[src/hdl/vt4_pkg.sv]
package vt4_pkg;

    localparam int FIELD_W          = 32;
    localparam int OP_W             = 2;
    localparam int IDX_W            = 4;
    localparam int DIM              = 4;
    localparam int FRAC_BITS_DEF    = 16;
    localparam int WORD_WIDTH_DEF   = 32;

    typedef enum logic [OP_W-1:0] {
        OP_LOAD  = 2'd0,
        OP_VEC   = 2'd1,
        OP_POINT = 2'd2
    } opcode_t;

    typedef struct packed {
        logic cap_term;
        logic cap_sum;
        logic point;
    } vt4_ctl_t;

    typedef struct packed {
        logic cap;
        logic point;
    } vt4_mrg_t;

    function automatic int term_w(input int d, input int f);
        term_w = (2 * d - f > d) ? 2 * d - f : d;
    endfunction

endpackage

[src/hdl/vt4_merge.sv]
module vt4_merge #(
    parameter int DATA_W = 32,
    parameter int SUM_W  = vt4_pkg::term_w(32, 16) + 2
) (
    input  logic                                clk,
    input  vt4_pkg::vt4_mrg_t                   ctl,
    input  logic signed [SUM_W-1:0]             sums [vt4_pkg::DIM],
    output logic signed [vt4_pkg::FIELD_W-1:0]  res  [vt4_pkg::DIM],
    output logic                                saturated
);
    import vt4_pkg::*;

    localparam logic signed [DATA_W-1:0] MAX_V = {1'b0, {(DATA_W-1){1'b1}}};
    localparam logic signed [DATA_W-1:0] MIN_V = ~MAX_V;

    logic                       row_ok   [DIM];
    logic signed [DATA_W-1:0]   row_val  [DIM];
    logic signed [FIELD_W-1:0]  res_next [DIM];
    logic signed [FIELD_W-1:0]  res_reg  [DIM];
    logic                       sat_next;
    logic                       sat_reg;

    always_comb
    begin
        sat_next = 1'b0;
        for (int r = 0; r < DIM; r++)
        begin
            row_ok[r] = (&sums[r][SUM_W-1:DATA_W-1]) || !(|sums[r][SUM_W-1:DATA_W-1]);
            if (row_ok[r])
            begin
                row_val[r] = sums[r][DATA_W-1:0];
            end
            else
            begin
                row_val[r] = sums[r][SUM_W-1] ? MIN_V : MAX_V;
            end
            // drop row 3 in point mode
            if (r == DIM - 1 && ctl.point)
            begin
                row_val[r] = '0;
            end
            else
            begin
                sat_next = sat_next | !row_ok[r];
            end
            res_next[r] = FIELD_W'(row_val[r]);
        end
    end

    always_ff @(posedge clk)
    begin
        if (ctl.cap)
        begin
            res_reg <= res_next;
            sat_reg <= sat_next;
        end
    end

    assign res       = res_reg;
    assign saturated = sat_reg;

endmodule

[config.mk]
export PLATFORM = sky130hd
export DESIGN_NAME = vt4_merge
export DESIGN_NICKNAME = d
export VERILOG_FILES = /design/src/hdl/vt4_pkg.sv /design/src/hdl/vt4_merge.sv
export SDC_FILE = /design/constraint.sdc
export NUM_CORES = 1
export LEC_CHECK = 0
export BUFFER_PORTS_ARGS = -buffer_cell sky130_fd_sc_hd__clkbuf_2
export CORE_AREA = 2 2 128 130
export DETAILED_ROUTE_END_ITERATION = 8
export DIE_AREA = 0 0 130 132
export PLACE_DENSITY_LB_ADDON = 0.25
export SLEW_MARGIN = 20
export SYNTH_ARGS = -nofsm -noshare
export SYNTH_HDL_FRONTEND = slang
export SYNTH_SLANG_ARGS = --single-unit
[constraint.sdc]
create_clock -name clk -period 3.05 [get_ports clk]
set_input_delay 0.1525 -clock clk [delete_from_list [all_inputs] [get_ports clk]]
set_output_delay 0.1525 -clock clk [all_outputs]
set_load 0.005 [all_outputs]
-- After elaboration in Yosys (flattened, before gate mapping)
Index checks and enable logic that the tools add are counted.
- bits in registers: 129
- bits of input ports: 203
- output and inout bits: 129
- word-level logic and storage cells: 37
- muxes and demuxes: 9
- bitwise gates (word level): 3
- reductions and logical operators: 20
- operator list (operator ; count):
    $mux W32 ; 8
    $reduce_and A19 Y1 ; 4
    $reduce_or A19 Y1 ; 4
    $logic_not A1 Y1 ; 8
    $logic_or A1 B1 Y1 ; 4
    $or A1 B1 Y1 ; 3
    $mux W1 ; 1

-- Longest topological paths before layout
- depth after elaboration: 8
- gate-level depth with buffers: 7
- depth with buffers taken out: 5

-- Worst setup path after synthesis
No wires, ideal clock.
- path type: input -> register
- from: input port sums[34] (netlist bit)
- to: register res_reg, in the netlist res[10] (data pin)
- library setup time: 270 ps
- arrival time: 1259 ps
- required time: 2780 ps
- setup slack: 1521 ps
- stages: 7
- buffers on the path: 2
- cells stage by stage: nor4_1 > nand4_1 > nor4_4 > or3_1 > buf_4 > buf_6 > a21oi_1
- longest elaborated chain between the ends: 4
- elaborated cells on any way between the ends: 5
- those cells by class: 1 x mux; 4 x reduce/logical
- RTL lines (item ; RTL line ; text):
    start, declared ; vt4_merge.sv:7 ; input logic signed [SUM_W-1:0] sums [vt4_pkg::DIM],
    $reduce_or A19 Y1 ; vt4_merge.sv:28 ; row_ok[r] = (&sums[r][SUM_W-1:DATA_W-1]) || !(|sums[r][SUM_W-1:DATA_W-1]);
    $logic_not A1 Y1 ; vt4_merge.sv:28 ;
    $logic_or A1 B1 Y1 * ; vt4_merge.sv:28 ;
    $mux W32 * ; vt4_merge.sv:29 ; if (row_ok[r])
    end signal, assigned ; vt4_merge.sv:54 ; res_reg <= res_next;
    end, declared ; vt4_merge.sv:19 ; logic signed [FIELD_W-1:0] res_reg [DIM];
Mark *: on every way between the ends. The rest lies on a longest branch, timed or not.
A chain may end at the register's enable or synchronous reset.

-- Worst setup path in the final report
- from: input port sums[199] (netlist bit)
- to: register sat_reg (netlist: saturated) (data pin)
- longest elaborated chain between the ends: 8
- elaborated cells on any way between the ends: 9
- those cells by class: 1 x mux; 3 x bitwise; 5 x reduce/logical
- RTL lines (item ; RTL line ; text):
    $reduce_or A19 Y1 ; vt4_merge.sv:28 ;
    $logic_not A1 Y1 ; vt4_merge.sv:28 ;
    $logic_or A1 B1 Y1 * ; vt4_merge.sv:28 ;
    $logic_not A1 Y1 * ; vt4_merge.sv:44 ; sat_next = sat_next | !row_ok[r];
    $or A1 B1 Y1 * (2 in series) ; vt4_merge.sv:44 ;
    $or A1 B1 Y1 ; vt4_merge.sv:44 ;
    $mux W1 * ; vt4_merge.sv:38 ; if (r == DIM - 1 && ctl.point)
    named net sat_next ; vt4_merge.sv:20 ; logic sat_next;
    end signal, assigned ; vt4_merge.sv:55 ; sat_reg <= sat_next;
    end, declared ; vt4_merge.sv:21 ; logic sat_reg;
The timed path passes the listed nets; every way through them passes the cells marked *.

==> run metrics <==
Rel. slew slack 55.1%; Die Height 132 µm; Tot Pwr 4610 µW; Vias 4672; TritonCTS buffer count 17; Static Leakage 0.00386 µW; Port Buffers 331; post-synthesis sequential area ratio 70.6%; core area 15700 µm²; Site Rows 46; vias per std cell 4.90; GRT Total Usage 17.3%; final worst-path cycle share 73.2%; crit path cell chain dlygate4sd3_1, clkbuf_2, nor4_1, nand4_1, nor4_2, a31o_2, nand4_1; H-tree Lvls 4; Setup TNS 0 ps; Distinct cells, synth 20; first-pass GRT wire length 23100 µm; worst slew pin tran 673 ps; Synth-to-Final Area Change 48.7%; VDD IR max 0.318 mV; Fmax 0.448 GHz; post-layout util 51.9%; Post-Syn Instances 380; Remaining DRCs 0; Worst path slowest cell a31o_2; layout cells sized above 1 50.8%; syn nets 583; CP max stage delay 600 ps; vias in the first global route 4705; max-cap violations 0; class of the worst hold path in2reg; I/O Pins 332; DRT Wirelength 15300 µm; ys flop type edfxtp_1; critical path arrival 2340 ps; TritonCTS clock tree yes; # setup viols final 0; cell with the most instances after synthesis edfxtp_1; dominant cells by area after synthesis edfxtp_1, a21o_1, a21oi_1; postcts setup bufs 0; DP HPWL 11100 µm; routability cong. 0.882; Initial Utilization 34.9%; leading area contributor after synthesis edfxtp_1; Clock Pin Slew Worst Setup and Hold Paths 50 ps; critical path class in2reg; DR pass1 iterations 4; power density over the cells 566 nW/µm²; Largest register FFs 128; critical path endpoint category flip-flop; clk sinks 129; status finished clean; crit start category input port; Iter 0 DRT Violations 265; ant diodes 0; Post-Syn Area 5490 µm²; average size of a mapped cell 14.4 µm²; Critical Path Most Common Cell nand4_1; WHS 22.3 ps; initial antenna violation count 0; drt wl/cell 16.0 µm; post-route ant nets 0; ys async rst share 0%; gr ovfl total 0; post-synthesis register bit count 129; CP Max Fanout 32; most frequent cells after synthesis edfxtp_1, a21o_1, a21oi_1, o21ai_0, nand4_1; Layout Nets 928; width of the die 130 µm; Synth top area share 70.6%; Yosys warnings 0; Max Slew Vio Count 0; final worst path period need 2230 ps; die area 17200 µm²; final hold vios 0; pin count of the biggest net entering global routing 58; EDFF count, synth 129; CTS root buffer clkbuf_16; CTS Buffer Depth 2; RSZ-0062 raised after global routing no; CP Data Required Time 3160 ps
-- what timing repair did --
| item | CTS | global route |
|---|---|---|
| resized for setup | 0 | 0 |
| endpoints found under the hold margin | 22 | 0 |
| hold buffers | 22 | 0 |
-- cell families after synthesis --
group / share of synthesized area, %
flops: 70.6
compound gates: 19.3
buf+inv: 3.38
simple gates: 6.66
-- layout by cell type (no fill, tap or decap), types with 3 or more instances in the layout --
| master | instances |
|---|---|
| o21ai_0 | 31 |
| nand4_1 | 21 |
| clkbuf_2 | 330 |
| bufinv_16 | 3 |
| a311oi_4 | 3 |
| a31o_2 | 3 |
| nor2_1 | 6 |
| a21o_1 | 93 |
| clkbuf_16 | 17 |
| clkbuf_1 | 5 |
| nor4_1 | 18 |
| a21oi_1 | 31 |
| buf_4 | 8 |
| dlygate4sd3_1 | 22 |
| edfxtp_1 | 129 |
| and3_1 | 3 |
-- through the flow --
stage | worst slack [ps] | cell area, µm² | cells
2_1_floorplan | 1520 | 5490 | 380
3_3_place_gp | 886 | 7350 | 900
3_5_place_dp | 761 | 7350 | 900
4_1_cts | 821 | 8160 | 954
5_1_grt | 613 | 8160 | 954
6_report | 817 | 8160 | 954
-- path summary, 6_finish.rpt --
kind,start,end,slack (ps),cells after the start
min,sums[149],res[95],20,1
max,sums[199],saturated,820,7
-- area by class of cell --
class / instances / area, µm²
fill: 1401 / 7560
sequential: 129 / 3870
timing repair buffer: 361 / 1950
multi-input combinational: 216 / 1480
clock buffer: 22 / 444
tap: 216 / 270
clock inverter: 10 / 136
-- per-layer routing --
metal | vias up | routed length (µm) | global-route usage (%)
met5 | - | 0 | 0
met2 | 228 | 7980 | 30.5
met4 | 0 | 390 | 7.29
met1 | 2200 | 5630 | 18.6
li1 | 2214 | - | -
met3 | 30 | 1290 | 5.84
-- power by group --
part           total (µW)  switching (µW)  internal, µW
combinational         481             230           251
clock                1990             706          1280
sequential           2150            38.6          2110
-- worst max-delay path: cells and delay by family --
kind | cells | cell delay [ps]
buffers and inverters | 2 | 680
AOI/OAI and AO/OA | 1 | 600
and+or+nand+nor | 4 | 900
Note: power is estimated with default switching activity, not from simulation.
